**src/rtl/kda_pkg.sv**
```systemverilog
`default_nettype none

package kda_pkg;

  // Default geometry
  localparam int unsigned KEY_COUNT_DEF   = 16;
  localparam int unsigned FILTER_BITS_DEF = 4;

  // Field widths
  localparam int unsigned CMD_W   = 2;
  localparam int unsigned KEY_W   = 4;
  localparam int unsigned KIND_W  = 2;
  localparam int unsigned CFG_IDX_W = 2;
  localparam int unsigned CFG_W   = 8;
  localparam int unsigned CNT_W   = 8;
  localparam int unsigned EXP_W   = 3;

  // Repeat period exponents: period is 1 << exp
  localparam logic [EXP_W-1:0] RPT_FIRST_EXP = 3'd4;
  localparam logic [EXP_W-1:0] RPT_PAUSE_EXP = 3'd3;

  // Register reset values
  localparam logic [CFG_W-1:0] LONG_PRESS_RST   = 8'd32;
  localparam logic [CFG_W-1:0] FIRST_REPEAT_RST = 8'd40;
  localparam logic [CFG_W-1:0] RATE_STEP_RST    = 8'd48;
  localparam logic [CFG_W-1:0] PAUSE_RST        = 8'd64;

  typedef enum logic [CMD_W-1:0] {
    CMD_SAMPLE = 2'd0,
    CMD_PAUSE  = 2'd1,
    CMD_KILL   = 2'd2
  } cmd_e;

  typedef enum logic [KIND_W-1:0] {
    EV_FIRST   = 2'd0,
    EV_LONG    = 2'd1,
    EV_REPEAT  = 2'd2,
    EV_RELEASE = 2'd3
  } ev_kind_e;

  typedef enum logic [CFG_IDX_W-1:0] {
    CFG_LONG_PRESS   = 2'd0,
    CFG_FIRST_REPEAT = 2'd1,
    CFG_RATE_STEP    = 2'd2,
    CFG_PAUSE        = 2'd3
  } cfg_idx_e;

  // Per-key phase, one-hot
  typedef enum logic [5:0] {
    PH_OFF    = 6'b000001,
    PH_START  = 6'b000010,
    PH_DELAY  = 6'b000100,
    PH_PAUSE  = 6'b001000,
    PH_KILLED = 6'b010000,
    PH_RPT    = 6'b100000
  } phase_e;

  typedef struct packed {
    phase_e             phase;
    logic [EXP_W-1:0]   rpt_exp;
    logic [CNT_W-1:0]   tick_count;
  } key_state_t;

  typedef struct packed {
    logic [CFG_W-1:0] long_press_ticks;
    logic [CFG_W-1:0] first_repeat_ticks;
    logic [CFG_W-1:0] rate_step_ticks;
    logic [CFG_W-1:0] pause_ticks;
  } cfg_t;

  localparam key_state_t KEY_STATE_RST = '{phase: PH_OFF, rpt_exp: '0, tick_count: '0};

endpackage

`default_nettype wire

```
**src/rtl/kda_if.sv**
```systemverilog
`default_nettype none

// Input item channel
interface kda_in_if import kda_pkg::*; ();
  logic             valid;
  logic             ready;
  logic [CMD_W-1:0] command;
  logic [KEY_W-1:0] key_index;
  logic             raw_level;

  modport source (output valid, command, key_index, raw_level, input ready);
  modport sink   (input valid, command, key_index, raw_level, output ready);
endinterface

// Result item channel
interface kda_out_if import kda_pkg::*; ();
  logic              valid;
  logic              ready;
  logic [KIND_W-1:0] event_kind;
  logic [KEY_W-1:0]  event_key;

  modport source (output valid, event_kind, event_key, input ready);
  modport sink   (input valid, event_kind, event_key, output ready);
endinterface

// Register write channel
interface kda_cfg_if import kda_pkg::*; ();
  logic                 valid;
  logic                 ready;
  logic [CFG_IDX_W-1:0] index;
  logic [CFG_W-1:0]     data;

  modport source (output valid, index, data, input ready);
  modport sink   (input valid, index, data, output ready);
endinterface

`default_nettype wire

```
**src/rtl/kda_ram.sv**
```systemverilog
`default_nettype none

module kda_ram #(
  parameter int unsigned WIDTH = 8,
  parameter int unsigned DEPTH = 16
) (
  input  wire logic                                        clk_i,
  input  wire logic                                        we_i,
  input  wire logic [$clog2(DEPTH > 1 ? DEPTH : 2)-1:0]    waddr_i,
  input  wire logic [WIDTH-1:0]                            wdata_i,
  input  wire logic                                        re_i,
  input  wire logic [$clog2(DEPTH > 1 ? DEPTH : 2)-1:0]    raddr_i,
  output      logic [WIDTH-1:0]                            rdata_o
);

  logic [WIDTH-1:0] mem_q [DEPTH];
  logic [WIDTH-1:0] rdata_q;

  // Write port
  always_ff @(posedge clk_i) begin
    if (we_i) begin
      mem_q[waddr_i] <= wdata_i;
    end
  end

  // Registered read port, holds when not enabled
  always_ff @(posedge clk_i) begin
    if (re_i) begin
      rdata_q <= mem_q[raddr_i];
    end
  end

  assign rdata_o = rdata_q;

endmodule

`default_nettype wire

```
**src/rtl/kda_cfg_regs.sv**
```systemverilog
`default_nettype none

module kda_cfg_regs import kda_pkg::*; (
  input  wire logic  clk_i,
  input  wire logic  rst_ni,
  kda_cfg_if.sink    cfg_i,
  output      cfg_t  cfg_o
);

  cfg_t cfg_q;

  // Writes are never stalled
  assign cfg_i.ready = 1'b1;

  // Update the addressed register
  always_ff @(posedge clk_i or negedge rst_ni) begin
    if (!rst_ni) begin
      cfg_q.long_press_ticks   <= LONG_PRESS_RST;
      cfg_q.first_repeat_ticks <= FIRST_REPEAT_RST;
      cfg_q.rate_step_ticks    <= RATE_STEP_RST;
      cfg_q.pause_ticks        <= PAUSE_RST;
    end else if (cfg_i.valid) begin
      case (cfg_i.index)
        CFG_LONG_PRESS:   cfg_q.long_press_ticks   <= cfg_i.data;
        CFG_FIRST_REPEAT: cfg_q.first_repeat_ticks <= cfg_i.data;
        CFG_RATE_STEP:    cfg_q.rate_step_ticks    <= cfg_i.data;
        CFG_PAUSE:        cfg_q.pause_ticks        <= cfg_i.data;
        default: ;
      endcase
    end
  end

  assign cfg_o = cfg_q;

endmodule

`default_nettype wire

```
**src/rtl/kda_key_update.sv**
```systemverilog
`default_nettype none

module kda_key_update import kda_pkg::*; #(
  parameter int unsigned FILTER_BITS = FILTER_BITS_DEF
) (
  input  wire logic [CMD_W-1:0]       cmd_i,
  input  wire logic                   level_i,
  input  wire logic [FILTER_BITS-1:0] hist_i,
  input  wire key_state_t             state_i,
  input  wire cfg_t                   cfg_i,
  output      logic [FILTER_BITS-1:0] hist_o,
  output      key_state_t             state_o,
  output      logic                   ev_valid_o,
  output      ev_kind_e               ev_kind_o
);

  key_state_t st;
  logic [FILTER_BITS-1:0] hist;
  logic [3:0] period_mask;

  always_comb begin
    st          = state_i;
    hist        = hist_i;
    ev_valid_o  = 1'b0;
    ev_kind_o   = EV_FIRST;
    period_mask = '0;

    case (cmd_i)
      CMD_SAMPLE: begin
        // Shift the raw level in and advance the tick counter
        hist          = FILTER_BITS'({hist_i, level_i});
        st.tick_count = state_i.tick_count + 8'd1;

        // Settled low: release, silent if killed
        if (st.phase != PH_OFF && hist == '0) begin
          if (st.phase != PH_KILLED) begin
            ev_valid_o = 1'b1;
            ev_kind_o  = EV_RELEASE;
          end
          st.tick_count = '0;
          st.phase      = PH_OFF;
        end

        case (st.phase)
          PH_OFF: begin
            if (hist == '1) begin
              st.phase      = PH_START;
              st.tick_count = '0;
            end
          end
          PH_START: begin
            ev_valid_o    = 1'b1;
            ev_kind_o     = EV_FIRST;
            st.phase      = PH_DELAY;
            st.tick_count = '0;
          end
          PH_DELAY: begin
            if (st.tick_count == cfg_i.long_press_ticks) begin
              ev_valid_o = 1'b1;
              ev_kind_o  = EV_LONG;
            end
            if (st.tick_count == cfg_i.first_repeat_ticks) begin
              st.phase      = PH_RPT;
              st.rpt_exp    = RPT_FIRST_EXP;
              st.tick_count = '0;
            end
          end
          PH_PAUSE: begin
            if (st.tick_count >= cfg_i.pause_ticks) begin
              st.phase      = PH_RPT;
              st.rpt_exp    = RPT_PAUSE_EXP;
              st.tick_count = '0;
            end
          end
          PH_RPT: begin
            // Halve the period once the current rate has run its course
            if (st.rpt_exp != '0 && st.tick_count >= cfg_i.rate_step_ticks) begin
              st.rpt_exp    = st.rpt_exp - 3'd1;
              st.tick_count = '0;
            end
            period_mask = (4'd1 << st.rpt_exp) - 4'd1;
            if ((st.tick_count[3:0] & period_mask) == 4'd0) begin
              ev_valid_o = 1'b1;
              ev_kind_o  = EV_REPEAT;
            end
          end
          default: ;
        endcase
      end
      CMD_PAUSE: begin
        st.phase      = PH_PAUSE;
        st.tick_count = '0;
      end
      CMD_KILL: begin
        st.phase = PH_KILLED;
      end
      default: ;
    endcase

    hist_o  = hist;
    state_o = st;
  end

endmodule

`default_nettype wire

```
**src/rtl/key_debounce_autorepeat.sv**
```systemverilog
// Channel  | Dir | Payload                           | Accepted when
// ---------+-----+-----------------------------------+------------------
// in_i     | in  | command, key_index, raw_level     | valid & ready
// out_o    | out | event_kind, event_key             | valid & ready
// cfg_i    | in  | index, data                       | valid & ready
//
// One item per cycle sustained while out_o is not stalled. An accepted item reads its
// key's state from the key state RAM, is updated in the following cycle and its
// result, if any, is written to the output register once that register is free.
// Back-to-back items on the same key are forwarded around the RAM read.
// Reset clears all keys at once through per-key valid bits; no sweep.
// in_i.ready drops only while a result waits on out_o and the update stage
// is occupied. cfg_i.ready is always high.
`default_nettype none

module key_debounce_autorepeat import kda_pkg::*; #(
  parameter int unsigned KEY_COUNT   = KEY_COUNT_DEF,
  parameter int unsigned FILTER_BITS = FILTER_BITS_DEF
) (
  input  wire logic  clk_i,
  input  wire logic  rst_ni,
  kda_in_if.sink     in_i,
  kda_out_if.source  out_o,
  kda_cfg_if.sink    cfg_i
);

  localparam int unsigned AW = $clog2(KEY_COUNT > 1 ? KEY_COUNT : 2);
  localparam int unsigned WW = FILTER_BITS + $bits(key_state_t);

  cfg_t cfg;

  // Update stage
  logic             st_valid_q;
  logic             st_inrange_q;
  logic [CMD_W-1:0] st_cmd_q;
  logic [KEY_W-1:0] st_key_q;
  logic [AW-1:0]    st_addr_q;
  logic             st_level_q;

  // Forwarding of a write that raced a read
  logic             fwd_valid_q;
  logic [AW-1:0]    fwd_addr_q;
  logic [WW-1:0]    fwd_data_q;

  logic [KEY_COUNT-1:0] written_q;

  // Output register
  logic              out_valid_q;
  logic [KIND_W-1:0] out_kind_q;
  logic [KEY_W-1:0]  out_key_q;

  logic                   advance;
  logic                   in_ready;
  logic                   accept;
  logic                   ram_we;
  logic [WW-1:0]          ram_rdata;
  logic [WW-1:0]          cur_word;
  logic [WW-1:0]          new_word;
  logic [FILTER_BITS-1:0] cur_hist;
  key_state_t             cur_state;
  logic [FILTER_BITS-1:0] new_hist;
  key_state_t             new_state;
  logic                   ev_valid;
  ev_kind_e               ev_kind;

  kda_cfg_regs u_cfg (
    .clk_i  (clk_i),
    .rst_ni (rst_ni),
    .cfg_i  (cfg_i),
    .cfg_o  (cfg)
  );

  // Handshake
  assign advance  = !out_valid_q || out_o.ready;
  assign in_ready = !st_valid_q || advance;
  assign accept   = in_i.valid && in_ready;
  assign ram_we   = st_valid_q && advance && st_inrange_q;

  assign in_i.ready = in_ready;

  kda_ram #(
    .WIDTH (WW),
    .DEPTH (KEY_COUNT)
  ) u_ram (
    .clk_i   (clk_i),
    .we_i    (ram_we),
    .waddr_i (st_addr_q),
    .wdata_i (new_word),
    .re_i    (accept),
    .raddr_i (AW'(in_i.key_index)),
    .rdata_o (ram_rdata)
  );

  // Pick the freshest state for the staged key
  always_comb begin
    if (fwd_valid_q && fwd_addr_q == st_addr_q) begin
      cur_word = fwd_data_q;
    end else if (st_inrange_q && written_q[st_addr_q]) begin
      cur_word = ram_rdata;
    end else begin
      cur_word = {{FILTER_BITS{1'b0}}, KEY_STATE_RST};
    end
  end

  assign cur_hist  = cur_word[WW-1 -: FILTER_BITS];
  assign cur_state = key_state_t'(cur_word[$bits(key_state_t)-1:0]);
  assign new_word  = {new_hist, new_state};

  kda_key_update #(
    .FILTER_BITS (FILTER_BITS)
  ) u_upd (
    .cmd_i      (st_cmd_q),
    .level_i    (st_level_q),
    .hist_i     (cur_hist),
    .state_i    (cur_state),
    .cfg_i      (cfg),
    .hist_o     (new_hist),
    .state_o    (new_state),
    .ev_valid_o (ev_valid),
    .ev_kind_o  (ev_kind)
  );

  // Stage control
  always_ff @(posedge clk_i or negedge rst_ni) begin
    if (!rst_ni) begin
      st_valid_q  <= 1'b0;
      fwd_valid_q <= 1'b0;
      written_q   <= '0;
    end else begin
      if (in_ready) begin
        st_valid_q <= in_i.valid;
      end
      if (accept) begin
        fwd_valid_q <= ram_we;
      end
      if (ram_we) begin
        written_q[st_addr_q] <= 1'b1;
      end
    end
  end

  // Capture the item and the racing write
  always_ff @(posedge clk_i) begin
    if (accept) begin
      st_cmd_q     <= in_i.command;
      st_key_q     <= in_i.key_index;
      st_addr_q    <= AW'(in_i.key_index);
      st_level_q   <= in_i.raw_level;
      st_inrange_q <= 32'(in_i.key_index) < KEY_COUNT;
      fwd_addr_q   <= st_addr_q;
      fwd_data_q   <= new_word;
    end
  end

  // Result register
  always_ff @(posedge clk_i or negedge rst_ni) begin
    if (!rst_ni) begin
      out_valid_q <= 1'b0;
    end else if (advance) begin
      out_valid_q <= st_valid_q && st_inrange_q && ev_valid;
    end
  end

  always_ff @(posedge clk_i) begin
    if (advance) begin
      out_kind_q <= ev_kind;
      out_key_q  <= st_key_q;
    end
  end

  assign out_o.valid      = out_valid_q;
  assign out_o.event_kind = out_kind_q;
  assign out_o.event_key  = out_key_q;

endmodule

`default_nettype wire

```
**src/flat_wrapper.sv**
```systemverilog
// flat-port wrapper written by rule: the top's interface ports become plain ports
module key_debounce_autorepeat_flat import kda_pkg::*;
#(
  parameter int unsigned KEY_COUNT   = KEY_COUNT_DEF,
  parameter int unsigned FILTER_BITS = FILTER_BITS_DEF
)
  (clk_i, rst_ni, in_i_valid, in_i_command, in_i_key_index, in_i_raw_level, in_i_ready, out_o_valid, out_o_event_kind, out_o_event_key, out_o_ready, cfg_i_valid, cfg_i_index, cfg_i_data, cfg_i_ready);
  kda_in_if in_i_i ();
  kda_out_if out_o_i ();
  kda_cfg_if cfg_i_i ();
  input  wire logic clk_i;
  input  wire logic rst_ni;
  input wire logic [$bits(in_i_i.valid)-1:0] in_i_valid;
  input wire logic [$bits(in_i_i.command)-1:0] in_i_command;
  input wire logic [$bits(in_i_i.key_index)-1:0] in_i_key_index;
  input wire logic [$bits(in_i_i.raw_level)-1:0] in_i_raw_level;
  output wire logic [$bits(in_i_i.ready)-1:0] in_i_ready;
  output wire logic [$bits(out_o_i.valid)-1:0] out_o_valid;
  output wire logic [$bits(out_o_i.event_kind)-1:0] out_o_event_kind;
  output wire logic [$bits(out_o_i.event_key)-1:0] out_o_event_key;
  input wire logic [$bits(out_o_i.ready)-1:0] out_o_ready;
  input wire logic [$bits(cfg_i_i.valid)-1:0] cfg_i_valid;
  input wire logic [$bits(cfg_i_i.index)-1:0] cfg_i_index;
  input wire logic [$bits(cfg_i_i.data)-1:0] cfg_i_data;
  output wire logic [$bits(cfg_i_i.ready)-1:0] cfg_i_ready;
  assign in_i_i.valid = in_i_valid;
  assign in_i_i.command = in_i_command;
  assign in_i_i.key_index = in_i_key_index;
  assign in_i_i.raw_level = in_i_raw_level;
  assign in_i_ready = in_i_i.ready;
  assign out_o_valid = out_o_i.valid;
  assign out_o_event_kind = out_o_i.event_kind;
  assign out_o_event_key = out_o_i.event_key;
  assign out_o_i.ready = out_o_ready;
  assign cfg_i_i.valid = cfg_i_valid;
  assign cfg_i_i.index = cfg_i_index;
  assign cfg_i_i.data = cfg_i_data;
  assign cfg_i_ready = cfg_i_i.ready;
  key_debounce_autorepeat #(.KEY_COUNT(KEY_COUNT), .FILTER_BITS(FILTER_BITS)) u_core (.clk_i(clk_i), .rst_ni(rst_ni), .in_i(in_i_i), .out_o(out_o_i), .cfg_i(cfg_i_i));
endmodule
```
**config.mk**
```make
export PLATFORM = sky130hd
export DESIGN_NAME = key_debounce_autorepeat_flat
export DESIGN_NICKNAME = d
export VERILOG_FILES = /design/src/rtl/kda_pkg.sv /design/src/rtl/kda_if.sv /design/src/rtl/kda_ram.sv /design/src/rtl/kda_cfg_regs.sv /design/src/rtl/kda_key_update.sv /design/src/rtl/key_debounce_autorepeat.sv /design/src/flat_wrapper.sv
export SDC_FILE = /design/constraint.sdc
export NUM_CORES = 1
export LEC_CHECK = 0
export BUFFER_PORTS_ARGS = -buffer_cell sky130_fd_sc_hd__buf_4
export CAP_MARGIN = 20
export CORE_MARGIN = 2
export CORE_UTILIZATION = 50
export DETAILED_ROUTE_END_ITERATION = 16
export PLACE_DENSITY = 0.68
export SYNTH_ARGS = -nofsm -noshare
export SYNTH_HDL_FRONTEND = slang
export SYNTH_HIERARCHICAL = 1
export SYNTH_SLANG_ARGS = --single-unit
```
**constraint.sdc**
```tcl
create_clock -name clk_i -period 12.25 [get_ports clk_i]
set_input_delay 0.6125 -clock clk_i [delete_from_list [all_inputs] [get_ports clk_i]]
set_output_delay 0.6125 -clock clk_i [all_outputs]
set_load 0.05 [all_outputs]
```
* After elaboration in Yosys (flattened, before gate mapping)
Memory sizes are Yosys's and may differ from the RTL's. A register that Yosys moved wholly into a read port is not among the register bits. Cells that the tools add are included.
Storage, ports and cells: memories 1, word-level logic and storage cells 99, output and inout bits 9, flip-flop bits (word level) 89, memory bits (writable) 336
Cells by class: bitwise logic cells 2, muxes and demuxes 37, eq/ne operators 16, $add $sub $neg 3, magnitude comparators 4, shift-type cells 1, reductions and logical operators 20
Memories:
- u_core.u_ram.mem_q | depth 16, bits a word 21, read ports 1, clocked after Yosys merged registers in 1, write ports 1, line kda_ram.sv:16 | logic [WIDTH-1:0] mem_q [DEPTH];
Operator list (count):
- $mux W21 | 2
- $pmux W8 S5 | 1
- $mux W17 | 2
- $mux W11 | 3
- $mux W8 | 3
- $pmux W6 S4 | 1
- $mux W6 | 3
- $pmux W6 S3 | 1
- $eq A8 B8 Y1 | 2
- $ge A8 B8 Y1 | 2
- $or A16 B16 Y16 | 1
- $pmux W8 S2 | 1
- $mux W1 | 9
- $pmux W3 S3 | 1
- $add A8 B1 Y8 const B | 1
- $logic_not A4 Y1 | 2
- $mux W2 | 4
- $reduce_and A2 Y1 | 4
- $logic_and A1 B1 Y1 | 7
- $eq A2 B2 Y1 const B | 3
- $eq A6 B1 Y1 const B | 1
- $eq A6 B2 Y1 const B | 1
- $eq A6 B3 Y1 const B | 1
- $eq A6 B4 Y1 const B | 1
- other kinds (22) | 26

* Longest topological paths before layout
Gate-level depths: netlist of the first run.
depth after elaboration 21, mapped depth 27, gate-level depth less buffers 24

* Hierarchy
The synthesis of the first run kept the hierarchy.
By module, submodules not included:
- kda_ram | times used 1, area an instance 13487.9 um^2, cells each 557, sequential area each 10720.3 um^2
- key_debounce_autorepeat | times used 1, area an instance 2396.0 um^2, cells each 161, sequential area each 1616.6 um^2
- kda_key_update | times used 1, area an instance 1754.2 um^2, cells each 270, sequential area each 0.0 um^2
- kda_cfg_regs | times used 1, area an instance 1231.2 um^2, cells each 70, sequential area each 808.3 um^2

* Least setup slack after synthesis of the first run
OpenSTA, ideal clock, no wires.
path kind register -> register, start register u_core.st_addr_q[1], end register u_core.out_valid_q (netlist: u_core/out_o.valid), data required time 12.178 ns, arrival time 5.342 ns, slack 6.836 ns, setup time 0.072 ns, stages on the path, launching flop included 27, cells stage by stage edfxtp_1 -> buf_6 -> mux4_1 -> mux2i_1 -> mux2_4 -> buf_6 -> o2bb2ai_1 -> buf_6 -> or3_4 -> o21a_1 -> buf_2 -> a21oi_1 -> ha_1 -> and4_1 -> and2_1 -> a311o_1 -> o22ai_1 -> nand2_1 -> nor2_1 -> o21ai_0 -> ha_1 -> o22ai_1 -> a31oi_1 -> o221ai_1 -> a41oi_1 -> nand2_1 -> nand2_1
On the way: cells in the longest elaborated chain, start to end 21, elaborated cells on any way between the ends 37
RTL lines:
- start: declaration | line key_debounce_autorepeat.sv:37 | logic [AW-1:0] st_addr_q;
- start signal: assignment | line key_debounce_autorepeat.sv:147 | st_addr_q <= AW'(in_i.key_index);
- $bmux W1 S4 | line key_debounce_autorepeat.sv:98 | end else if (st_inrange_q && written_q[st_addr_q]) begin
- $mux W1 (implied by the code) | line key_debounce_autorepeat.sv:98
- $mux W21 | line key_debounce_autorepeat.sv:98
- $mux W21 (*) | line key_debounce_autorepeat.sv:96 | if (fwd_valid_q && fwd_addr_q == st_addr_q) begin
- via u_core.cur_word[13] | line key_debounce_autorepeat.sv:57 | logic [WW-1:0] cur_word;
- $ne A6 B1 Y1 | line kda_key_update.sv:35 | if (st.phase != PH_OFF && hist == '0) begin
- $logic_and A1 B1 Y1 | line kda_key_update.sv:35
- $mux W8 | line kda_key_update.sv:35
- [7 not listed]
- $sub A4 B1 Y4 | line kda_key_update.sv:81 | period_mask = (4'd1 << st.rpt_exp) - 4'd1;
- $and A4 B4 Y4 | line kda_key_update.sv:82 | if ((st.tick_count[3:0] & period_mask) == 4'd0) begin
- $logic_not A4 Y1 | line kda_key_update.sv:82
- $mux W1 | line kda_key_update.sv:82
- $pmux W1 S3 (*) | line kda_key_update.sv:44 | case (st.phase)
- $mux W1 (*) | line kda_key_update.sv:28 | case (cmd_i)
- via u_core.ev_valid | line key_debounce_autorepeat.sv:63 | logic ev_valid;
- $logic_and A1 B1 Y1 (*) | line key_debounce_autorepeat.sv:160 | out_valid_q <= st_valid_q && st_inrange_q && ev_valid;
- end signal: assignment | line key_debounce_autorepeat.sv:160
- end: declaration | line key_debounce_autorepeat.sv:48 | logic out_valid_q;
Mark *: on every way through the listed nets, which the timed path passes. The rest lies on a longest branch. The select of a mux whose other input is x is not followed. A chain may end at the register's enable or synchronous reset.

* Worst setup path after layout of the first run
Ends and elaborated chain as after synthesis.

==> metrics.txt, run 1 <==
# TYPE chip_impl_metric gauge
chip_impl_info{name="run_status",value="complete, no violations"} 1
chip_impl_metric{name="maxClockFrequency",unit="MHz"} 154
chip_impl_metric{name="area.growth.synth_to_final",unit="%"} 11.7
chip_impl_metric{name="fp.coreArea",unit="um^2"} 35700
chip_impl_metric{name="setup_viol",unit=""} 0
chip_impl_metric{name="global_route_usage_over_all_layers",unit="%"} 21.2
chip_impl_metric{name="detail_route.wl_per_cell",unit="um"} 25.2
chip_impl_info{name="ctsRootBufferMaster",value="sky130_fd_sc_hd__clkbuf_16"} 1
chip_impl_metric{name="clock_tree.buffer_depth",unit=""} 3
chip_impl_metric{name="maxSlewHeadroom",unit="%"} 33.0
chip_impl_metric{name="antenna_found_initial",unit=""} 2
chip_impl_metric{name="detail_route.iter0.violations",unit=""} 963
chip_impl_metric{name="drcViolationCount",unit=""} 0
chip_impl_metric{name="grt_pass1_vias",unit=""} 9451
chip_impl_metric{name="setup.reg_to_reg.worst_slack",unit="ns"} 5.75
chip_impl_metric{name="clkSlewWorstSetupHoldPaths",unit="ns"} 0.06
chip_impl_info{name="critical_path.most_common_cell",value="sky130_fd_sc_hd__nand2_1"} 1
chip_impl_metric{name="holdBufCountCts",unit=""} 0
chip_impl_metric{name="worst_clock_skew",unit="ns"} 0.0214
chip_impl_metric{name="cts_buffers",unit=""} 44
chip_impl_metric{name="final_antenna_violating_net_count",unit=""} 0
chip_impl_metric{name="buffer_ports.inserted",unit=""} 29
chip_impl_metric{name="synthesis.yosys.warnings",unit=""} 6
chip_impl_metric{name="routed_wl",unit="um"} 39700
chip_impl_metric{name="dr_total_vias",unit=""} 9770
chip_impl_metric{name="num_antenna_cells",unit=""} 0
chip_impl_metric{name="vdd.ir_drop.worst",unit="mV"} 0.0919
chip_impl_metric{name="cts_max_level",unit=""} 2
chip_impl_metric{name="drtPass1Iterations",unit=""} 5
chip_impl_metric{name="insertion_delay",unit="ns"} 0.56
chip_impl_metric{name="timing.critical_path.slowest_cell_delay",unit="ns"} 0.81
chip_impl_metric{name="fin_worst_hold_slack",unit="ns"} 0.0767
chip_impl_metric{name="cap_violations",unit=""} 0
chip_impl_metric{name="finalCritPeriodShare",unit="%"} 53.1
chip_impl_metric{name="ios",unit=""} 31
chip_impl_metric{name="max_slew.worst_pin.slew",unit="ns"} 1.00
chip_impl_metric{name="clock_sink_count",unit=""} 428
chip_impl_metric{name="dieHeight",unit="um"} 195
chip_impl_info{name="setup.worst_path.class",value="flop to flop"} 1
chip_impl_info{name="timing.critical_path.to_type",value="flop"} 1
chip_impl_metric{name="synthesis.instances",unit=""} 1028
chip_impl_metric{name="power_leakage",unit="nW"} 7.00
chip_impl_metric{name="arrival",unit="ns"} 6.98
chip_impl_metric{name="worstPathMaxFanout",unit=""} 20
chip_impl_metric{name="avgSynthCellArea",unit="um^2"} 17.7
chip_impl_metric{name="period_minus_slack",unit="ns"} 6.50
chip_impl_metric{name="grt_pass1_wl",unit="um"} 59900
chip_impl_metric{name="floorplan.initialDensity",unit="%"} 50.9
chip_impl_metric{name="detail_route.vias_per_cell",unit=""} 6.19
chip_impl_info{name="grt_setup_unrepaired",value="false"} 1
chip_impl_metric{name="tns",unit="ns"} 0
chip_impl_metric{name="die_x",unit="um"} 195
chip_impl_metric{name="worst_ep_required_time",unit="ns"} 12.73
chip_impl_metric{name="cts.repair_timing.setup_buffer_count",unit=""} 0
chip_impl_info{name="tritoncts",value="done"} 1
chip_impl_metric{name="globalRouteOverflowTotal",unit=""} 0
chip_impl_metric{name="layout.nets",unit=""} 1123
chip_impl_metric{name="p_per_area",unit="nW/um^2"} 176
chip_impl_metric{name="syn_area",unit="um^2"} 18200
chip_impl_metric{name="syn_nets",unit=""} 1068
chip_impl_info{name="critical_path.cell_chain",value="mux4_1, mux2i_1, mux2_4, o2bb2ai_1, or3_4, o21a_1, a21oi_1, ha_1, and4_1, and2_1, a311o_1, o22ai_1, nand2_1, nor2_1, o21ai_0, ha_1, o22ai_1, a31oi_1, o221ai_1, a41oi_1, nand2_1, nand2_1"} 1
chip_impl_metric{name="design.die.area",unit="um^2"} 37900
chip_impl_metric{name="final-max-slew-violation-count",unit=""} 0
chip_impl_info{name="critical-path-slowest-cell",value="sky130_fd_sc_hd__edfxtp_1"} 1
chip_impl_metric{name="post_cts_resize_count",unit=""} 0
chip_impl_metric{name="timing_hold_violations_final",unit=""} 0
chip_impl_metric{name="finalWeightedCongestion",unit=""} 0.889
chip_impl_info{name="min-delay-path-class",value="input pin to asynchronous set/reset pin"} 1
chip_impl_metric{name="detailedPlacementHpwl",unit="um"} 22900
chip_impl_info{name="critPathLaunchType",value="flop"} 1
chip_impl_metric{name="drive_above_1_share",unit="%"} 21.4
chip_impl_metric{name="core.rowCount",unit=""} 69
chip_impl_metric{name="grt_start_max_net_pins",unit=""} 54
-- registers in the layout, indices dropped and copies added, names as in the netlist, 2 cells and up --
name and count:
u_core/out_o.event_key 4, u_core/out_o.event_kind 2, u_core/fwd_data_q 20, u_core/u_ram/mem_q 320
u_core/fwd_addr_q 4, u_core/st_cmd_q 2, u_core/st_addr_q 4, u_core/u_cfg/cfg_o 32
u_core/written_q 16, u_core/u_ram/rdata_o 20
-- routing by layer --
layer  global-route usage, %  share of wire (%)  up-vias  wire, um
met4                    5.99                2.4        0       938
met3                    3.19                6.9       60      2740
met5                       0                  0        -         0
met2                    32.6                 46      356     18400
li1                        -                  -     4281         -
met1                    32.0                 44     5073     17600
-- cells in the final DEF, fill, tap and decap left out, types with 19 or more instances in the layout --
| cell | instances |
|---|---|
| sky130_fd_sc_hd__mux2_2 | 33 |
| sky130_fd_sc_hd__o21ai_0 | 41 |
| sky130_fd_sc_hd__a22oi_1 | 40 |
| sky130_fd_sc_hd__dfrtp_1 | 45 |
| sky130_fd_sc_hd__edfxtp_1 | 377 |
| sky130_fd_sc_hd__nand3_1 | 19 |
| sky130_fd_sc_hd__mux4_1 | 40 |
| sky130_fd_sc_hd__clkbuf_16 | 44 |
| sky130_fd_sc_hd__nand2_1 | 58 |
| sky130_fd_sc_hd__o2bb2ai_1 | 19 |
| sky130_fd_sc_hd__buf_4 | 57 |
| sky130_fd_sc_hd__nor2_1 | 25 |
| sky130_fd_sc_hd__mux4_2 | 44 |
| sky130_fd_sc_hd__inv_1 | 25 |
-- layout make-up --
cell class / count / area [um^2]
fill: 2732 / 15400
sequential: 428 / 12600
multi-input combinational: 527 / 5210
clock buffer: 55 / 1140
tap: 461 / 577
timing repair buffer: 57 / 428
clock inverter: 25 / 263
inverter: 25 / 93.8
-- final timing paths --
kind	cells past startpoint	startpoint	end
setup / recovery	22	u_core/st_addr_q[1]	u_core/out_o.valid
hold / removal	1	rst_ni	u_core/written_q[14]
setup reg to reg	22	u_core/st_addr_q[1]	u_core/out_o.valid
hold reg to reg	1	u_core/written_q[0]	u_core/written_q[0]
max in group asynchronous	1	rst_ni	u_core/u_cfg/cfg_o[24]
min in group clk_i	1	in_i_command[1]	u_core/st_cmd_q[1]
-- where the power goes --
group / switching [W] / total (W) / internal [W]
registers: 0.0000417 / 0.00177 / 0.00173
clock network: 0.000548 / 0.00130 / 0.000752
logic: 0.000321 / 0.000504 / 0.000183
-- worst max-delay path, delay by kind of cell (launching register included) --
| family | cells | cell delay (ns) |
|---|---|---|
| multiplexers | 3 | 1.12 |
| flip-flops | 1 | 0.81 |
| AND/OR/NAND/NOR | 7 | 1.19 |
| AO/OA/AOI/OAI | 10 | 2.64 |
| adder cells (fa/ha/maj) | 2 | 0.66 |
-- per-stage QoR --
step / instance area [um^2] / setup WS (ns) / utilization [%] / instances / total power, W
6_report: 20300 / 5.75 / 56.9 / 1578 / 0.00358
5_1_grt: 20300 / 5.25 / 56.9 / 1578 / 0.00372
4_1_cts: 20300 / 5.80 / 56.9 / 1578 / 0.00360
3_5_place_dp: 18900 / 5.83 / 52.9 / 1498 / 0.00230
3_3_place_gp: 18900 / 6.03 / 52.9 / 1498 / 0.00229
2_1_floorplan: 18200 / 6.84 / - / 1028 / 0.00216
(Power assumes the default switching activity.)
==> run 2, diff against run 1 <==
--- a/config.mk
+++ b/config.mk
@@ -10,7 +10,7 @@
 export CORE_MARGIN = 2
 export CORE_UTILIZATION = 50
 export DETAILED_ROUTE_END_ITERATION = 16
-export PLACE_DENSITY = 0.68
+export PLACE_DENSITY = 0.7
 export SYNTH_ARGS = -nofsm -noshare
 export SYNTH_HDL_FRONTEND = slang
 export SYNTH_HIERARCHICAL = 1
==> constraint.sdc (replaced) <==
create_clock -name clk_i -period 5.9 [get_ports clk_i]
set_input_delay 0.295 -clock clk_i [delete_from_list [all_inputs] [get_ports clk_i]]
set_output_delay 0.295 -clock clk_i [all_outputs]
set_load 0.05 [all_outputs]
==> run 2 against run 1 <==
  * Combinational power rose by 120%
  * Critical endpoint unchanged
  * Fmax rose by 18%
  * Global-route usage fell by 0.65 points
  * Worst hold slack got worse by 0.049 ns
==> metrics.txt, run 2 (synthesized netlist as in run 1, its figures left out) <==
# TYPE chip_impl_metric gauge
chip_impl_info{name="run_status",value="complete, no violations"} 1
chip_impl_metric{name="clkSlewWorstSetupHoldPaths",unit="ns"} 0.06
chip_impl_metric{name="setup.reg_to_reg.worst_slack",unit="ns"} 0.37
chip_impl_metric{name="fillCellCount",unit=""} 2737
chip_impl_metric{name="floorplan.initialDensity",unit="%"} 50.9
chip_impl_metric{name="multi_input_comb_area",unit="um^2"} 5220
chip_impl_info{name="worst_hold_endpoint",value="u_core/st_addr_q[3]"} 1
chip_impl_metric{name="cts_buffers",unit=""} 43
chip_impl_metric{name="maxClockFrequency",unit="MHz"} 181
chip_impl_info{name="worstReg2RegStart",value="u_core/st_addr_q[1]"} 1
chip_impl_metric{name="drive_above_1_share",unit="%"} 22.9
chip_impl_metric{name="grt_pass1_vias",unit=""} 9748
chip_impl_metric{name="dieHeight",unit="um"} 195
chip_impl_metric{name="worst_r2r_path_depth",unit=""} 23
chip_impl_info{name="grt_setup_unrepaired",value="false"} 1
chip_impl_info{name="mostFrequentLayoutCells",value="sky130_fd_sc_hd__edfxtp_1, sky130_fd_sc_hd__buf_4, sky130_fd_sc_hd__nand2_1"} 1
chip_impl_metric{name="vdd.ir_drop.worst",unit="mV"} 0.223
chip_impl_metric{name="layout.nets",unit=""} 1160
chip_impl_metric{name="met1_usage_grt",unit="%"} 29.6
chip_impl_metric{name="power_leakage",unit="nW"} 7.12
chip_impl_info{name="busiest_layer",value="met2"} 1
chip_impl_metric{name="tns",unit="ns"} 0
chip_impl_metric{name="max_slew.worst_pin.slew",unit="ns"} 1.11
chip_impl_metric{name="max_reg_flops",unit=""} 320
chip_impl_info{name="tritoncts",value="done"} 1
chip_impl_metric{name="num_antenna_cells",unit=""} 0
chip_impl_info{name="timing.critical_path.to_type",value="flop"} 1
chip_impl_metric{name="final-max-slew-violation-count",unit=""} 0
chip_impl_metric{name="design.die.area",unit="um^2"} 37900
chip_impl_metric{name="arrival",unit="ns"} 6.02
chip_impl_info{name="ctsRootBufferMaster",value="sky130_fd_sc_hd__clkbuf_16"} 1
chip_impl_metric{name="dr_total_vias",unit=""} 9842
chip_impl_metric{name="die_x",unit="um"} 195
chip_impl_metric{name="area.sequential",unit="um^2"} 12600
chip_impl_info{name="mostFrequentLayoutCell",value="sky130_fd_sc_hd__edfxtp_1"} 1
chip_impl_info{name="min-delay-start",value="in_i_key_index[3]"} 1
chip_impl_metric{name="routed_wl",unit="um"} 38400
chip_impl_metric{name="p_per_area",unit="nW/um^2"} 356
chip_impl_metric{name="setup_viol",unit=""} 0
chip_impl_metric{name="hold_depth",unit=""} 1
chip_impl_metric{name="grt_start_max_net_pins",unit=""} 82
chip_impl_metric{name="period_minus_slack",unit="ns"} 5.53
chip_impl_info{name="startpoint",value="u_core/st_addr_q[1]"} 1
chip_impl_metric{name="worst_ep_required_time",unit="ns"} 6.39
chip_impl_metric{name="detail_route.iter0.violations",unit=""} 893
chip_impl_metric{name="finalWeightedCongestion",unit=""} 0.841
chip_impl_info{name="critPathLaunchType",value="flop"} 1
chip_impl_metric{name="clock_sink_count",unit=""} 428
chip_impl_metric{name="globalRouteOverflowTotal",unit=""} 0
chip_impl_metric{name="cap_violations",unit=""} 0
chip_impl_metric{name="detailedPlacementHpwl",unit="um"} 23100
chip_impl_metric{name="drtPass1Iterations",unit=""} 7
chip_impl_metric{name="timing_hold_violations_final",unit=""} 0
chip_impl_info{name="worstReg2RegEnd",value="u_core/out_o.valid"} 1
chip_impl_metric{name="ios",unit=""} 31
chip_impl_info{name="registers.top_by_ff_count",value="u_core/u_ram/mem_q"} 1
chip_impl_metric{name="cts_max_level",unit=""} 2
chip_impl_metric{name="final_antenna_violating_net_count",unit=""} 0
chip_impl_metric{name="buffer_ports.inserted",unit=""} 29
chip_impl_metric{name="antenna_found_initial",unit=""} 1
chip_impl_metric{name="clock_tree.buffer_depth",unit=""} 3
chip_impl_metric{name="grt.met2_usage",unit="%"} 32.5
chip_impl_metric{name="report.power.total",unit="W"} 0.00731
chip_impl_info{name="setup.worst_path.class",value="flop to flop"} 1
chip_impl_metric{name="worst_clock_skew",unit="ns"} 0.0165
chip_impl_metric{name="detail_route.wl_per_cell",unit="um"} 23.9
chip_impl_metric{name="grt_pass1_wl",unit="um"} 58800
chip_impl_metric{name="maxSlewHeadroom",unit="%"} 26.2
chip_impl_metric{name="fp.coreArea",unit="um^2"} 35700
chip_impl_metric{name="global_route_usage_over_all_layers",unit="%"} 20.6
chip_impl_metric{name="insertion_delay",unit="ns"} 0.56
chip_impl_metric{name="area.growth.synth_to_final",unit="%"} 12.8
chip_impl_metric{name="drcViolationCount",unit=""} 0
chip_impl_metric{name="worstPathMaxFanout",unit=""} 10
chip_impl_metric{name="detail_route.vias_per_cell",unit=""} 6.11
chip_impl_metric{name="finalCritPeriodShare",unit="%"} 93.7
chip_impl_info{name="min-delay-path-class",value="input pin to flop"} 1
chip_impl_metric{name="grt_util_met3",unit="%"} 3.89
chip_impl_metric{name="core.rowCount",unit=""} 69
[run 2: cell types whose count changed in the layout (fill, tap and decap cells not counted), sizes merged]
cell | previous run | this run
inv | 27 | 29
bufinv | 4 | 1
clkinvlp | 1 | 2
clkbuf | 55 | 56
buf | 57 | 82
clkinv | 18 | 11
dlygate4sd3 | 0 | 13
[run 2: routing by layer]
metal	wire, um	vias up
met3	2510	63
met1	17100	5082
met2	17900	337
met4	865	0
li1	-	4360
met5	0	-
[run 2: area by class of cell]
class | count | area share (%)
clock buffer | 56 | 5.53
clock inverter | 18 | 0.725
inverter | 25 | 0.457
multi-input combinational | 527 | 25.4
sequential | 428 | 61.4
tap | 461 | 2.81
timing repair buffer | 95 | 3.63
[run 2: power by group]
part / leakage (nW) / switching (W) / internal, W
logic: 2.42 / 0.000691 / 0.000433
clock network: 0.621 / 0.00110 / 0.00141
registers: 4.09 / 0.0000766 / 0.00359
total: 7.12 / 0.00187 / 0.00544
[run 2: how the worst max path moves through the flow]
stage | to
final | u_core/out_o.valid
after global routing | u_core/out_o.valid
after CTS | u_core/u_ram/mem_q[0][2]
after detailed placement | u_core/u_ram/mem_q[12][2]
after global placement | u_core/u_ram/mem_q[1][2]
after floorplan | u_core/out_o.valid
[run 2: timing repair]
action / in CTS / in global routing
hold endpoints to repair: 82 / 0
setup endpoints to repair: 0 / 138
setup buffers: 0 / 2
hold buffers: 13 / 0
resized for setup: 0 / 3
[run 2: per-stage QoR]
stage                     std cells  setup slack (ns)  area (um^2)  hold slack [ns]  utilization [%]
final                          1610             0.372        20500           0.0275             57.4
after global routing           1610            0.0401        20500           0.0116             57.4
after detailed placement       1521             0.171        19100            0.363             53.4
after CTS                      1608             0.130        20500          0.00142             57.4
after floorplan                1028             0.486        18200        -0.000591                -
after global placement         1521             0.340        19100            0.356             53.4
[run 2: critical path: stages, from the launching register on]
cell	delay, ns
sky130_fd_sc_hd__edfxtp_1	0.55
sky130_fd_sc_hd__mux4_1	0.60
sky130_fd_sc_hd__mux2i_1	0.16
sky130_fd_sc_hd__mux2_4	0.26
sky130_fd_sc_hd__o31a_2	0.22
sky130_fd_sc_hd__or3b_1	0.41
sky130_fd_sc_hd__o21a_1	0.31
sky130_fd_sc_hd__buf_4	0.21
sky130_fd_sc_hd__nor2_1	0.12
sky130_fd_sc_hd__ha_1	0.25
sky130_fd_sc_hd__and2_1	0.16
sky130_fd_sc_hd__a221o_1	0.33
sky130_fd_sc_hd__and4_1	0.21
sky130_fd_sc_hd__o22ai_2	0.24
sky130_fd_sc_hd__nand2_1	0.12
sky130_fd_sc_hd__nor2_1	0.11
sky130_fd_sc_hd__o21ai_0	0.09
sky130_fd_sc_hd__ha_1	0.29
sky130_fd_sc_hd__o22ai_1	0.07
sky130_fd_sc_hd__a31oi_1	0.19
sky130_fd_sc_hd__o221ai_1	0.17
sky130_fd_sc_hd__a41oi_1	0.24
sky130_fd_sc_hd__nand2_1	0.08
sky130_fd_sc_hd__nand2_1	0.07
==> run 3, diff against run 2 <==
--- a/config.mk
+++ b/config.mk
@@ -7,10 +7,12 @@
 export LEC_CHECK = 0
 export BUFFER_PORTS_ARGS = -buffer_cell sky130_fd_sc_hd__buf_4
 export CAP_MARGIN = 20
+export CELL_PAD_IN_SITES_DETAIL_PLACEMENT = 0
+export CELL_PAD_IN_SITES_GLOBAL_PLACEMENT = 1
 export CORE_MARGIN = 2
 export CORE_UTILIZATION = 50
 export DETAILED_ROUTE_END_ITERATION = 16
-export PLACE_DENSITY = 0.7
+export PLACE_DENSITY = 0.78
 export SYNTH_ARGS = -nofsm -noshare
 export SYNTH_HDL_FRONTEND = slang
 export SYNTH_HIERARCHICAL = 1
==> run 3 against run 2 <==
  * Sequential share of layout area decreased by 0.37 points
  * Final cell count grew 0.31%
  * Final area is 0.60% higher
  * Critical path depth fell by 7
  * Count of clock-buffer cells in the layout decreased by 1
  * First-iteration DRC count is 0.78% lower
  * Non-clock buffer count up 2
  * Fmax is 1.5% higher
  * Via count grew 0.89%
  * Power is 1.6% higher
  * Routed wire length rose by 3.1%
  * Worst setup slack gained 0.081 ns
  * Largest cell class unchanged
  * Largest power group unchanged
  * Highest routed layer unchanged
==> metrics.txt, run 3 (synthesized netlist as in run 1, its figures left out) <==
# TYPE chip_impl_metric gauge
chip_impl_info{name="run_status",value="complete, no violations"} 1
chip_impl_metric{name="drive_above_1_share",unit="%"} 23.2
chip_impl_metric{name="detailedPlacementHpwl",unit="um"} 23200
chip_impl_metric{name="num_antenna_cells",unit=""} 0
chip_impl_metric{name="globalRouteOverflowTotal",unit=""} 0
chip_impl_metric{name="final-max-slew-violation-count",unit=""} 0
chip_impl_metric{name="p_int",unit="W"} 0.00554
chip_impl_info{name="ctsRootBufferMaster",value="sky130_fd_sc_hd__clkbuf_16"} 1
chip_impl_metric{name="timing_hold_violations_final",unit=""} 0
chip_impl_metric{name="max_slew.worst_pin.slew",unit="ns"} 1.05
chip_impl_info{name="setup.worst_path.class",value="flop to flop"} 1
chip_impl_metric{name="path_buf_inv",unit=""} 0
chip_impl_metric{name="period_minus_slack",unit="ns"} 5.45
chip_impl_metric{name="cts_max_level",unit=""} 2
chip_impl_metric{name="cts_buffers",unit=""} 44
chip_impl_metric{name="clkSlewWorstSetupHoldPaths",unit="ns"} 0.06
chip_impl_metric{name="dpl-instance-area",unit="um^2"} 19100
chip_impl_info{name="registers.top_by_ff_count",value="u_core/u_ram/mem_q"} 1
chip_impl_metric{name="power.share.clock",unit="%"} 35.3
chip_impl_metric{name="clock_tree.buffer_depth",unit=""} 3
chip_impl_metric{name="timing.critical_path.slowest_cell_delay",unit="ns"} 0.59
chip_impl_metric{name="buffer_ports.inserted",unit=""} 29
chip_impl_metric{name="antenna_found_initial",unit=""} 0
chip_impl_metric{name="sequentialPowerShare",unit="%"} 49.5
chip_impl_metric{name="detail_route.iter0.violations",unit=""} 886
chip_impl_metric{name="grt_pass1_vias",unit=""} 9947
chip_impl_metric{name="layout.nets",unit=""} 1163
chip_impl_metric{name="grt_start_max_net_pins",unit=""} 82
chip_impl_metric{name="maxClockFrequency",unit="MHz"} 184
chip_impl_metric{name="power_leakage",unit="nW"} 7.17
chip_impl_metric{name="detail_route.wl_per_cell",unit="um"} 24.5
chip_impl_metric{name="floorplan.initialDensity",unit="%"} 50.9
chip_impl_metric{name="hold_depth",unit=""} 1
chip_impl_metric{name="place_inst",unit=""} 1521
chip_impl_info{name="cpLargestDelayFamily",value="compound AO/OA/AOI/OAI gates"} 1
chip_impl_metric{name="arrival",unit="ns"} 5.73
chip_impl_info{name="grt_setup_unrepaired",value="false"} 1
chip_impl_metric{name="finalCritPeriodShare",unit="%"} 92.3
chip_impl_metric{name="maxSlewHeadroom",unit="%"} 30.2
chip_impl_metric{name="finish.instance_area",unit="um^2"} 20600
chip_impl_metric{name="routed_wl",unit="um"} 39600
chip_impl_info{name="mostFrequentLayoutCell",value="sky130_fd_sc_hd__edfxtp_1"} 1
chip_impl_metric{name="global_route_usage_over_all_layers",unit="%"} 21.2
chip_impl_metric{name="final_non_filler_cell_total",unit=""} 1615
chip_impl_metric{name="insertion_delay",unit="ns"} 0.56
chip_impl_metric{name="die_x",unit="um"} 195
chip_impl_metric{name="clock_sink_count",unit=""} 428
chip_impl_metric{name="worstPathMaxFanout",unit=""} 20
chip_impl_metric{name="grt_pass1_wl",unit="um"} 60200
chip_impl_metric{name="worst_ep_required_time",unit="ns"} 6.18
chip_impl_metric{name="dieHeight",unit="um"} 195
chip_impl_metric{name="setup_viol",unit=""} 0
chip_impl_metric{name="cap_violations",unit=""} 0
chip_impl_metric{name="switching_share",unit="%"} 25.4
chip_impl_info{name="min-delay-path-class",value="input pin to flop"} 1
chip_impl_metric{name="critical_path_depth",unit=""} 16
chip_impl_metric{name="tns",unit="ns"} 0
chip_impl_metric{name="fp.coreArea",unit="um^2"} 35700
chip_impl_metric{name="area.growth.synth_to_final",unit="%"} 13.5
chip_impl_metric{name="final_antenna_violating_net_count",unit=""} 0
chip_impl_metric{name="dp_worst_setup_slack",unit="ns"} 0.0440
chip_impl_info{name="critical_path.cell_chain",value="mux4_1, mux2i_1, mux2_4, o31a_2, or3b_1, o21a_2, a21oi_1, ha_1, and4_1, and2_1, a311o_1, o22ai_2, or2_2, nand2b_1, a31oi_4, a22o_1"} 1
chip_impl_metric{name="p_per_area",unit="nW/um^2"} 359
chip_impl_metric{name="switching_power",unit="W"} 0.00188
chip_impl_metric{name="worst_clock_skew",unit="ns"} 0.0193
chip_impl_metric{name="dr_total_vias",unit=""} 9930
chip_impl_info{name="critical-path-slowest-cell",value="sky130_fd_sc_hd__mux4_1"} 1
chip_impl_info{name="critPathLaunchType",value="flop"} 1
chip_impl_metric{name="design.die.area",unit="um^2"} 37900
chip_impl_metric{name="power.combinational.fraction",unit="%"} 15.2
chip_impl_metric{name="max_reg_flops",unit=""} 320
chip_impl_metric{name="worst_r2r_path_depth",unit=""} 16
chip_impl_metric{name="ios",unit=""} 31
chip_impl_metric{name="finalWeightedCongestion",unit=""} 0.828
chip_impl_info{name="mostFrequentLayoutCells",value="sky130_fd_sc_hd__edfxtp_1, sky130_fd_sc_hd__buf_4, sky130_fd_sc_hd__nand2_1"} 1
chip_impl_metric{name="drtPass1Iterations",unit=""} 5
chip_impl_metric{name="drcViolationCount",unit=""} 0
chip_impl_metric{name="timing.final.ws_setup",unit="ns"} 0.453
chip_impl_metric{name="core.rowCount",unit=""} 69
chip_impl_info{name="timing.critical_path.to_type",value="flop"} 1
chip_impl_metric{name="detail_route.vias_per_cell",unit=""} 6.15
chip_impl_info{name="tritoncts",value="done"} 1
chip_impl_metric{name="vdd.ir_drop.worst",unit="mV"} 0.227
## run 3: cell types whose count changed in the layout (fill, tap and decap cells not counted), moves of 2 or more
cell / change
sky130_fd_sc_hd__a22o_1: -3
sky130_fd_sc_hd__a22o_2: +3
sky130_fd_sc_hd__bufinv_16: +2
sky130_fd_sc_hd__clkinv_1: +3
sky130_fd_sc_hd__clkinv_2: -2
sky130_fd_sc_hd__clkinvlp_4: +3
sky130_fd_sc_hd__inv_6: -2
## run 3: per-layer routing
layer | track usage, % | vias up | wire length, um
met3 | 3.40 | 68 | 2770
met5 | 0 | - | 0
met2 | 33.5 | 365 | 18700
met1 | 31.0 | 5132 | 17200
li1 | - | 4365 | -
met4 | 5.97 | 0 | 969
## run 3: cell type report
cell class	count	area (um^2)
multi-input cells	527	5220
clock buffers	55	1140
well taps	461	577
fillers	2702	15100
flip-flops and latches	428	12600
inverters	25	93.8
repair buffers	97	783
clock inverters	22	225
## run 3: power groups by stage
stage                     Sequential (W)  Clock [W]  Combinational (W)
after floorplan                  0.00372          0           0.000759
after global placement           0.00373          0            0.00108
after detailed placement         0.00373          0            0.00111
after CTS                        0.00367    0.00268            0.00112
after global routing             0.00369    0.00280            0.00124
final                            0.00367    0.00262            0.00113
## run 3: what timing repair did
item	4_1_cts	5_1_grt
hold buffers	14	0
resized for setup	0	6
hold endpoints to repair	78	0
endpoints found under the setup margin	0	155
setup buffers	0	2
## run 3: worst register-to-register path: stages, from the launching register on
cell and delay [ns]:
sky130_fd_sc_hd__edfxtp_1 0.46, sky130_fd_sc_hd__mux4_1 0.59, sky130_fd_sc_hd__mux2i_1 0.16, sky130_fd_sc_hd__mux2_4 0.32, sky130_fd_sc_hd__o31a_2 0.25, sky130_fd_sc_hd__or3b_1 0.40, sky130_fd_sc_hd__o21a_2 0.32, sky130_fd_sc_hd__a21oi_1 0.24
sky130_fd_sc_hd__ha_1 0.28, sky130_fd_sc_hd__and4_1 0.23, sky130_fd_sc_hd__and2_1 0.16, sky130_fd_sc_hd__a311o_1 0.38, sky130_fd_sc_hd__o22ai_2 0.23, sky130_fd_sc_hd__or2_2 0.19, sky130_fd_sc_hd__nand2b_1 0.09, sky130_fd_sc_hd__a31oi_4 0.32
sky130_fd_sc_hd__a22o_1 0.55
## run 3: through the flow
step | util (%) | power, W | hold WS (ns)
final | 57.8 | 0.00742 | 0.0344
after global routing | 57.8 | 0.00772 | 0.0258
after CTS | 57.6 | 0.00747 | 0.0118
after detailed placement | 53.4 | 0.00484 | 0.374
after global placement | 53.4 | 0.00481 | 0.362
after floorplan | - | 0.00448 | -0.000591
## run 3: worst paths after layout
kind | startpoint | end | slack, ns
max | u_core/st_addr_q[1] | u_core/u_ram/mem_q[0][0] | 0.45
min | in_i_key_index[2] | u_core/st_addr_q[2] | 0.03
max reg2reg | u_core/st_addr_q[1] | u_core/u_ram/mem_q[0][0] | 0.45
min reg2reg | u_core/written_q[2] | u_core/written_q[2] | 0.47
max in group asynchronous | rst_ni | u_core/u_cfg/cfg_o[24] | 5.14
min in group asynchronous | rst_ni | u_core/written_q[10] | 0.32
